### src/set_associative_read_cache_top_macros.svh
// ----------------------------------------------------------------------------
// Assertion macros for the set-associative read cache
// Shared property forms, clocked on clk and disabled during rst.
// ----------------------------------------------------------------------------
`ifndef SET_ASSOCIATIVE_READ_CACHE_TOP_MACROS_SVH
`define SET_ASSOCIATIVE_READ_CACHE_TOP_MACROS_SVH

// Same-cycle implication.
`define SARC_ASSERT_IMP(name, cond, prop) \
  name: assert property (@(posedge clk) disable iff (rst) (cond) |-> (prop)) \
    else $error("sarc: same-cycle check failed");

// Next-cycle implication.
`define SARC_ASSERT_NEXT(name, cond, prop) \
  name: assert property (@(posedge clk) disable iff (rst) (cond) |=> (prop)) \
    else $error("sarc: next-cycle check failed");

`endif

### src/sarc_pkg.sv
// ----------------------------------------------------------------------------
// sarc_pkg
// Command and status types shared by the cache controller and datapath.
// ----------------------------------------------------------------------------
package sarc_pkg;

  // Result source selected toward the output ports.
  localparam logic [1:0] RESP_NONE  = 2'd0;
  localparam logic [1:0] RESP_WRITE = 2'd1;
  localparam logic [1:0] RESP_HIT   = 2'd2;
  localparam logic [1:0] RESP_MISS  = 2'd3;

  typedef struct packed {
    logic       capture;    // latch request, read tag row of its set
    logic       look;       // compare tags, pick way, start hit read or fill
    logic       fill_step;  // one backing read; from the second step also one line write
    logic       commit;     // write tag and valid for the filled way
    logic       mem_write;  // store one byte into the backing store
    logic [1:0] resp;       // result source, RESP_NONE when idle
  } sarc_cmd_t;

  typedef struct packed {
    logic req_write;  // latched request is a backing store write
    logic req_hit;    // tag compare found the line
    logic fill_last;  // final line byte is written this cycle
  } sarc_status_t;

endpackage

### src/sarc_dp.sv
// ----------------------------------------------------------------------------
// sarc_dp
// Cache datapath: backing store, line store, tag rows, valid bits and
// round-robin fill pointers, plus the result mux.
// ----------------------------------------------------------------------------
module sarc_dp #(
  parameter int SETS         = 2,
  parameter int WAYS         = 2,
  parameter int LINE_BYTES   = 8,
  parameter int ADDRESS_BITS = 8
) (
  input  logic                       clk,
  input  logic                       rst,
  input  logic                       action,
  input  logic [ADDRESS_BITS-1:0]    address,
  input  logic [7:0]                 write_data,
  input  sarc_pkg::sarc_cmd_t        cmd,
  output sarc_pkg::sarc_status_t     status,
  output logic [7:0]                 read_data,
  output logic                       hit,
  output logic                       way
);
  import sarc_pkg::*;

  localparam int OFF_BITS = $clog2(LINE_BYTES);
  localparam int SET_BITS = $clog2(SETS);
  localparam int WAY_BITS = $clog2(WAYS);
  localparam int OFF_W    = (OFF_BITS > 0) ? OFF_BITS : 1;
  localparam int SET_W    = (SET_BITS > 0) ? SET_BITS : 1;
  localparam int WAY_W    = (WAY_BITS > 0) ? WAY_BITS : 1;
  localparam int TAG_SPAN = ADDRESS_BITS - OFF_BITS - SET_BITS;
  localparam int TAG_W    = (TAG_SPAN > 0) ? TAG_SPAN : 1;
  localparam int ROW_W    = WAYS * TAG_W;
  localparam int CL_DEPTH = SETS * WAYS * LINE_BYTES;
  localparam int CL_BITS  = $clog2(CL_DEPTH);
  localparam int CL_W     = (CL_BITS > 0) ? CL_BITS : 1;
  localparam int MEM_DEPTH = 1 << ADDRESS_BITS;
  localparam int CNT_W    = $clog2(LINE_BYTES + 1);

  // Request registers
  logic                    action_q;
  logic [ADDRESS_BITS-1:0] addr_q;
  logic [7:0]              wdata_q;

  logic [SET_W-1:0]        in_set;
  logic [SET_W-1:0]        set_q;
  logic [TAG_W-1:0]        tag_q;
  logic [OFF_W-1:0]        off_q;
  logic [ADDRESS_BITS-1:0] line_base;
  logic [ADDRESS_BITS-1:0] bk_raddr;

  // Storage
  logic [7:0]       bk_mem   [MEM_DEPTH];
  logic [7:0]       line_mem [CL_DEPTH];
  logic [ROW_W-1:0] tag_mem  [SETS];
  logic [WAYS-1:0]  valid    [SETS];
  logic [WAY_W-1:0] fill_ptr [SETS];

  logic [ROW_W-1:0] tag_row_q;
  logic [ROW_W-1:0] tag_row_next;
  logic [7:0]       bk_rd_q;
  logic [7:0]       line_rd_q;
  logic [7:0]       byte_q;
  logic [WAY_W-1:0] way_q;
  logic [CNT_W-1:0] fill_cnt;

  logic             lookup_hit;
  logic [WAY_W-1:0] lookup_way;
  logic [WAY_W-1:0] victim;
  logic [WAYS-1:0]  valid_row;
  logic [CL_W-1:0]  hit_raddr;
  logic [CL_W-1:0]  fill_waddr;
  logic             fill_wr;

  assign in_set    = SET_W'((address >> OFF_BITS) & ADDRESS_BITS'(SETS - 1));
  assign set_q     = SET_W'((addr_q >> OFF_BITS) & ADDRESS_BITS'(SETS - 1));
  assign tag_q     = TAG_W'(addr_q >> (OFF_BITS + SET_BITS));
  assign off_q     = OFF_W'(addr_q & ADDRESS_BITS'(LINE_BYTES - 1));
  assign line_base = addr_q & ~ADDRESS_BITS'(LINE_BYTES - 1);
  assign bk_raddr  = line_base + ADDRESS_BITS'(fill_cnt);

  assign valid_row = valid[set_q];
  assign victim    = fill_ptr[set_q];

  // Lowest matching way wins.
  always_comb begin
    lookup_hit = 1'b0;
    lookup_way = '0;
    for (int w = WAYS - 1; w >= 0; w--) begin
      if (valid_row[w] && tag_row_q[w*TAG_W +: TAG_W] == tag_q) begin
        lookup_hit = 1'b1;
        lookup_way = WAY_W'(w);
      end
    end
  end

  always_comb begin
    tag_row_next = tag_row_q;
    tag_row_next[way_q*TAG_W +: TAG_W] = tag_q;
  end

  assign hit_raddr  = CL_W'((int'(set_q) * WAYS + int'(lookup_way)) * LINE_BYTES
                            + int'(off_q));
  assign fill_waddr = CL_W'((int'(set_q) * WAYS + int'(way_q)) * LINE_BYTES
                            + int'(fill_cnt) - 1);
  // The first fill step only issues a read; writes trail the reads by one.
  assign fill_wr    = cmd.fill_step && (fill_cnt != '0);

  assign status.req_write = action_q;
  assign status.req_hit   = lookup_hit;
  assign status.fill_last = (fill_cnt == CNT_W'(LINE_BYTES));

  // Request capture and tag row storage
  always_ff @(posedge clk) begin
    if (cmd.capture) begin
      action_q  <= action;
      addr_q    <= address;
      wdata_q   <= write_data;
      tag_row_q <= tag_mem[in_set];
    end
    if (cmd.commit) begin
      tag_mem[set_q] <= tag_row_next;
    end
  end

  // Backing store
  always_ff @(posedge clk) begin
    if (cmd.mem_write) begin
      bk_mem[addr_q] <= wdata_q;
    end
    if (cmd.fill_step) begin
      bk_rd_q <= bk_mem[bk_raddr];
    end
  end

  // Line store
  always_ff @(posedge clk) begin
    if (cmd.look) begin
      line_rd_q <= line_mem[hit_raddr];
    end
    if (fill_wr) begin
      line_mem[fill_waddr] <= bk_rd_q;
    end
  end

  // Keep the requested byte as the fill streams it; latch the chosen way.
  always_ff @(posedge clk) begin
    if (fill_wr && fill_cnt == CNT_W'(off_q) + CNT_W'(1)) begin
      byte_q <= bk_rd_q;
    end
    if (cmd.look) begin
      way_q <= lookup_hit ? lookup_way : victim;
    end
  end

  always_ff @(posedge clk) begin
    if (rst) begin
      fill_cnt <= '0;
      for (int s = 0; s < SETS; s++) begin
        valid[s]    <= '0;
        fill_ptr[s] <= '0;
      end
    end else begin
      if (cmd.look) begin
        fill_cnt <= '0;
        if (!lookup_hit) begin
          fill_ptr[set_q] <= (victim == WAY_W'(WAYS - 1)) ? '0 : victim + 1'b1;
        end
      end else if (cmd.fill_step) begin
        fill_cnt <= fill_cnt + 1'b1;
      end
      if (cmd.commit) begin
        valid[set_q][way_q] <= 1'b1;
      end
    end
  end

  always_comb begin
    case (cmd.resp)
      RESP_HIT: begin
        read_data = line_rd_q;
        hit       = 1'b1;
        way       = way_q[0];
      end
      RESP_MISS: begin
        read_data = byte_q;
        hit       = 1'b0;
        way       = way_q[0];
      end
      default: begin
        read_data = 8'd0;
        hit       = 1'b0;
        way       = 1'b0;
      end
    endcase
  end

endmodule

### src/sarc_ctrl.sv
// ----------------------------------------------------------------------------
// sarc_ctrl
// Cache controller: sequences lookup, store write, line fill, tag commit and response.
// ----------------------------------------------------------------------------
`include "set_associative_read_cache_top_macros.svh"

module sarc_ctrl (
  input  logic                   clk,
  input  logic                   rst,
  input  logic                   start,
  input  sarc_pkg::sarc_status_t st,
  output sarc_pkg::sarc_cmd_t    cmd,
  output logic                   busy,
  output logic                   done
);
  import sarc_pkg::*;

  localparam logic [2:0] S_IDLE  = 3'd0;
  localparam logic [2:0] S_LOOK  = 3'd1;
  localparam logic [2:0] S_WRITE = 3'd2;
  localparam logic [2:0] S_HITRD = 3'd3;
  localparam logic [2:0] S_FILL  = 3'd4;
  localparam logic [2:0] S_DONE  = 3'd5;

  logic [2:0] state;
  logic [2:0] state_next;

  always_comb begin
    state_next = state;
    case (state)
      S_IDLE: begin
        if (start) state_next = S_LOOK;
      end
      S_LOOK: begin
        if (st.req_write)    state_next = S_WRITE;
        else if (st.req_hit) state_next = S_HITRD;
        else                 state_next = S_FILL;
      end
      S_FILL: begin
        if (st.fill_last) state_next = S_DONE;
      end
      S_WRITE, S_HITRD, S_DONE: begin
        state_next = S_IDLE;
      end
      default: begin
        state_next = S_IDLE;
      end
    endcase
  end

  always_ff @(posedge clk) begin
    if (rst) begin
      state <= S_IDLE;
    end else begin
      state <= state_next;
    end
  end

  always_comb begin
    cmd.capture   = (state == S_IDLE) && start;
    cmd.look      = (state == S_LOOK) && !st.req_write;
    cmd.fill_step = (state == S_FILL);
    cmd.commit    = (state == S_DONE);
    cmd.mem_write = (state == S_WRITE);
    case (state)
      S_WRITE: cmd.resp = RESP_WRITE;
      S_HITRD: cmd.resp = RESP_HIT;
      S_DONE:  cmd.resp = RESP_MISS;
      default: cmd.resp = RESP_NONE;
    endcase
  end

  assign busy = (state != S_IDLE);
  assign done = (cmd.resp != RESP_NONE);

  `SARC_ASSERT_NEXT(a_accept_busy, start && !busy, busy && !done)
  `SARC_ASSERT_NEXT(a_done_frees, done, !done && !busy)
  `SARC_ASSERT_IMP(a_commit_after_fill, cmd.commit, $past(state) == S_FILL)
  `SARC_ASSERT_IMP(a_fill_only_reads, cmd.fill_step, !done && !cmd.look)

endmodule

### src/set_associative_read_cache_top.sv
// ----------------------------------------------------------------------------
// set_associative_read_cache_top
// Read-only set-associative byte cache with round-robin fill, in front of
// an on-chip backing store.
// ----------------------------------------------------------------------------
// Usage:
//   Request channel: drive action, address and write_data and raise start;
//   the request is taken at a rising edge with start high and busy low.
//   action 1 stores write_data into the backing store only (cached lines
//   are left as they are); action 0 reads the byte through the cache.
//   Result channel: done is high for exactly one cycle with read_data, hit
//   and way valid in that cycle. There is no backpressure; the receiver
//   must take every result in that cycle.
//   Timing: a write passes the lookup state, which only decodes it, and
//   raises done in the store write state; a read hit does the tag compare
//   and line store read in the lookup state and raises done in the hit
//   read state. A read miss streams one byte per cycle from the single-port
//   backing store into the line, then commits the tag and raises done.
//   busy stays high through done, so one request is in flight at a time.
//   Reset: rst clears valid bits, fill pointers and the controller; no
//   clearing pass runs, so a request may start in the first cycle after.
//   Backing store bytes must be written before a read touches their line.
// ----------------------------------------------------------------------------
module set_associative_read_cache_top #(
  parameter int SETS         = 2,
  parameter int WAYS         = 2,
  parameter int LINE_BYTES   = 8,
  parameter int ADDRESS_BITS = 8
) (
  input  logic                    clk,
  input  logic                    rst,
  input  logic                    start,
  output logic                    busy,
  input  logic                    action,
  input  logic [ADDRESS_BITS-1:0] address,
  input  logic [7:0]              write_data,
  output logic                    done,
  output logic [7:0]              read_data,
  output logic                    hit,
  output logic                    way
);
  import sarc_pkg::*;

  sarc_cmd_t    cmd;
  sarc_status_t status;

  sarc_ctrl u_ctrl (
    .clk   (clk),
    .rst   (rst),
    .start (start),
    .st    (status),
    .cmd   (cmd),
    .busy  (busy),
    .done  (done)
  );

  sarc_dp #(
    .SETS         (SETS),
    .WAYS         (WAYS),
    .LINE_BYTES   (LINE_BYTES),
    .ADDRESS_BITS (ADDRESS_BITS)
  ) u_dp (
    .clk        (clk),
    .rst        (rst),
    .action     (action),
    .address    (address),
    .write_data (write_data),
    .cmd        (cmd),
    .status     (status),
    .read_data  (read_data),
    .hit        (hit),
    .way        (way)
  );

endmodule

### config.mk
export PLATFORM = sky130hd
export DESIGN_NAME = set_associative_read_cache_top
export DESIGN_NICKNAME = d
export VERILOG_FILES = /design/src/sarc_pkg.sv /design/src/sarc_dp.sv /design/src/sarc_ctrl.sv /design/src/set_associative_read_cache_top.sv
export VERILOG_INCLUDE_DIRS = /design/src /design/src/src
export SDC_FILE = /design/constraint.sdc
export NUM_CORES = 2
export LEC_CHECK = 0
export ABC_CLOCK_PERIOD_IN_PS = 5100
export BUFFER_PORTS_ARGS = -buffer_cell sky130_fd_sc_hd__buf_2
export CAP_MARGIN = 10
export CORE_MARGIN = 1.5
export CORE_UTILIZATION = 35
export CTS_CLUSTER_SIZE = 10
export DETAILED_ROUTE_END_ITERATION = 8
export SETUP_SLACK_MARGIN = 0.2
export SLEW_MARGIN = 10
export SYNTH_ARGS = -nofsm -noshare
export SYNTH_HDL_FRONTEND = slang
export SYNTH_SLANG_ARGS = --single-unit
export TNS_END_PERCENT = 100
### constraint.sdc
create_clock -name clk -period 5.1 [get_ports clk]
set_input_delay 0.765 -clock clk [delete_from_list [all_inputs] [get_ports clk]]
set_output_delay 0.765 -clock clk [all_outputs]
set_load 0.05 [all_outputs]
==> reports/results.txt <==
Crit. End Element - flop
Final Critical Period - 4.231 ns
critical path arrival - 4.97 ns
post-synthesis simple-gate area fraction - 2.328%
Crit Path Category - flop to flop
Synth Register Bits - 2,384
PortBufs - 31
final setup TNS - 0 ns
WL final - 226.8 mm
post-DR wirelength/cell - 27.45 µm
sequential area share after synthesis - 76.90%
P&R area growth vs syn - 13.13%
adder-cell share of the synthesized area - 0.2369%
worst ir drop on vdd - 349.3 µV
Layout Skew - 0.06353 ns
IO Pins - 32
final core occ - 39.73%
asr flop ratio synth - 0%
Yosys warnings - 0
slew margin rel. - 19.03%
max-cap violations - 0
most frequent cell after synthesis - edfxtp_1
max FFs per register - 2,048
CTS tree - done
Worst Hold Class - input pin to flop
Post-synth EDFFs - 2,372
Slew Viols, Final - 0
Final ANT Viol Nets - 0
Biggest register - u_dp.bk_mem
max frequency - 0.2363 GHz
library cells used by synthesis - 54
setup ws final - 0.8689 ns
nets - 4,718
vias in the first global route - 46,117
pwr dens - 392.1 nW/µm²
gr usage total - 16.61%
Core Region - 264,600 µm²
routability-driven placement congestion ratio - 0.8235
drt pass-1 iters - 5
num rows - 189
Worst-Skew Late Latency - 0.93 ns
crit-path max FO - 56
Post-Place Worst Slack - 0.9320 ns
commonest cells in the netlist - 2,372 x edfxtp_1, 483 x mux4_2, 336 x nor2_1
Area contributors post-synth - edfxtp_1 77%, mux4_2 12%, mux2i_1 3.4%
Synth Area in XOR/XNOR - 0.2167%
Root Buffer - clkbuf_16
postcts setup bufs - 0
DR vias - 45,444
DIE WIDTH - 518.3 µm
chip height - 518.3 µm
top_reg_cell synth - edfxtp_1
total power - 41.23 mW
clk sink count - 2,384
FF/Latch Area - 71,480 µm²
syn_nets - 4,524
# DRC - 0
synthesized netlist cell count - 4,487
clock buffer count from CTS - 291
RSZ-0062 raised after global routing - false
final setup vio count - 0
clk slew on worst S/H paths - 0.06 ns
share of layout cells above drive strength 1 - 20.71%
Synth Cell Area - 92,940 µm²
Fillers - 23,218
Worst setup SP type - flop
Starting Density - 35.12%
placed cell areas - 97,350 µm²
largest net degree at the start of global routing - 206
H-tree levels - 5
share of the clock period used by the worst path - 82.96%
main combinational cell family by area after synthesis - multiplexers
area of the multi-input gates - 20,010 µm²
Worst Tran Pin Value - 1.210 ns
top flop regs - u_dp.bk_mem (2048), u_dp.line_mem (256), u_dp.tag_mem (16)
WP data required - 5.84 ns
fin area - 105,100 µm²
Avg Vias per Cell - 5.500
top-area cell type share of the netlist area - 76.64%
Iteration-0 DRC Markers - 4,800
outcome - finished clean
Leakage - 30.98 nW
compound-cell area share of the yosys netlist - 3.405%
Fin. Hold Viols - 0
clock tree buffer depth - 4
syn avg cell area - 20.71 µm²
antenna violations before repair - 6
total global routing overflow - 0
DP Wirelength - 136.7 mm
first-pass GRT wire length - 328.9 mm
post-synthesis mux area share - 15.26%
die area - 268,600 µm²
area leader, netlist - edfxtp_1
## placed cells by master, fill, tap and decap left out, drive strengths merged, types with 3 or more instances in the layout
| cell | netlist | layout |
|---|---|---|
| nor2b | 14 | 14 |
| a211oi | 28 | 28 |
| nor3b | 4 | 4 |
| o211ai | 8 | 8 |
| nand2b | 8 | 8 |
| xor2 | 6 | 6 |
| edfxtp | 2372 | 2372 |
| mux2 | 16 | 16 |
| a21oi | 82 | 82 |
| o21ai | 60 | 60 |
| inv | 16 | 21 |
| a22oi | 5 | 5 |
| nand3 | 37 | 37 |
| or3 | 20 | 20 |
| xnor2 | 17 | 17 |
| nand2 | 70 | 70 |
| a22o | 22 | 22 |
| nor3 | 5 | 5 |
| a31oi | 3 | 3 |
| dlygate4sd3 | 0 | 12 |
| nor2 | 336 | 336 |
| mux2i | 312 | 312 |
| buf | 138 | 154 |
| o22ai | 92 | 92 |
| ha | 16 | 16 |
| mux4 | 483 | 483 |
| a2111oi | 3 | 3 |
| nand4 | 13 | 13 |
| o221ai | 128 | 128 |
| clkbuf | 127 | 327 |
| clkinv | 0 | 8 |
| dfxtp | 12 | 12 |
| a221oi | 14 | 14 |
## kinds of logic after synthesis
logic type                 after synthesis
AOI/OAI and AO/OA                      456
xor gates and xnor gates                23
DFF                                   2384
and+or+nand+nor                        515
buffers and inverters                  281
muxes                                  811
adders and majority gates               17
## final cells by class
class / instances / area share, %
tap: 3533 / 4.204
sequential: 2384 / 67.98
timing repair buffer: 166 / 1.454
clock inverter: 13 / 0.1107
clock buffer: 327 / 7.155
antenna: 1 / 0.002380
inverter: 16 / 0.05712
multi-input combinational: 1822 / 19.03
## power breakdown
part           leakage (nW)  switching [mW]  internal (mW)  total (mW)
combinational          5.81            1.29          0.581        1.87
sequential             21.4          0.0605           21.8        21.8
clock                  3.74            7.24           10.3        17.5
## repair_timing
item | 4_1_cts | 5_1_grt
hold endpoints to repair | 12 | 0
hold buffers | 12 | 0
resized for setup | 0 | 0
## critical path, stage by stage, from the launching register on
cell      delay (ns)
dfxtp_4         0.75
nand2b_4        0.54
buf_4           0.55
o221ai_1        0.46
o22ai_1         0.15
o21ai_0         0.40
nand4_1         0.37
or3_1           0.57
a211oi_1        0.21
## final timing paths
check                           slack (ns)  cells past startpoint                     startpoint                         to
worst min-delay path                  0.07                      1                     address[0]   u_dp.addr_q[0]$_DFFE_PP_
worst max register to register        0.87                      8  u_dp.fill_cnt[1]$_SDFFE_PP0N_  u_dp.bk_rd_q[2]$_DFFE_PN_
worst max-delay path                  0.87                      8  u_dp.fill_cnt[1]$_SDFFE_PP0N_  u_dp.bk_rd_q[2]$_DFFE_PN_
worst min register to register        0.47                      2       u_dp.valid[0][1]$_DFF_P_   u_dp.valid[0][1]$_DFF_P_
## per-stage QoR
stage	hold WS, ns	cells
2_1_floorplan	0.4361	4487
6_report	0.07264	8262
5_1_grt	0.03165	8262
4_1_cts	0.02304	8260
3_5_place_dp	0.4557	7908
3_3_place_gp	0.4500	7904
## metal layers
metal	global-route usage (%)	share of wire [%]	vias to the layer above
met2	26.33	48	1905
met3	3.373	7.6	366
met4	5.321	2.7	0
met5	0	0	-
met1	22.95	42	24206
li1	-	-	18967
Power figures use the tool's default switching activity.
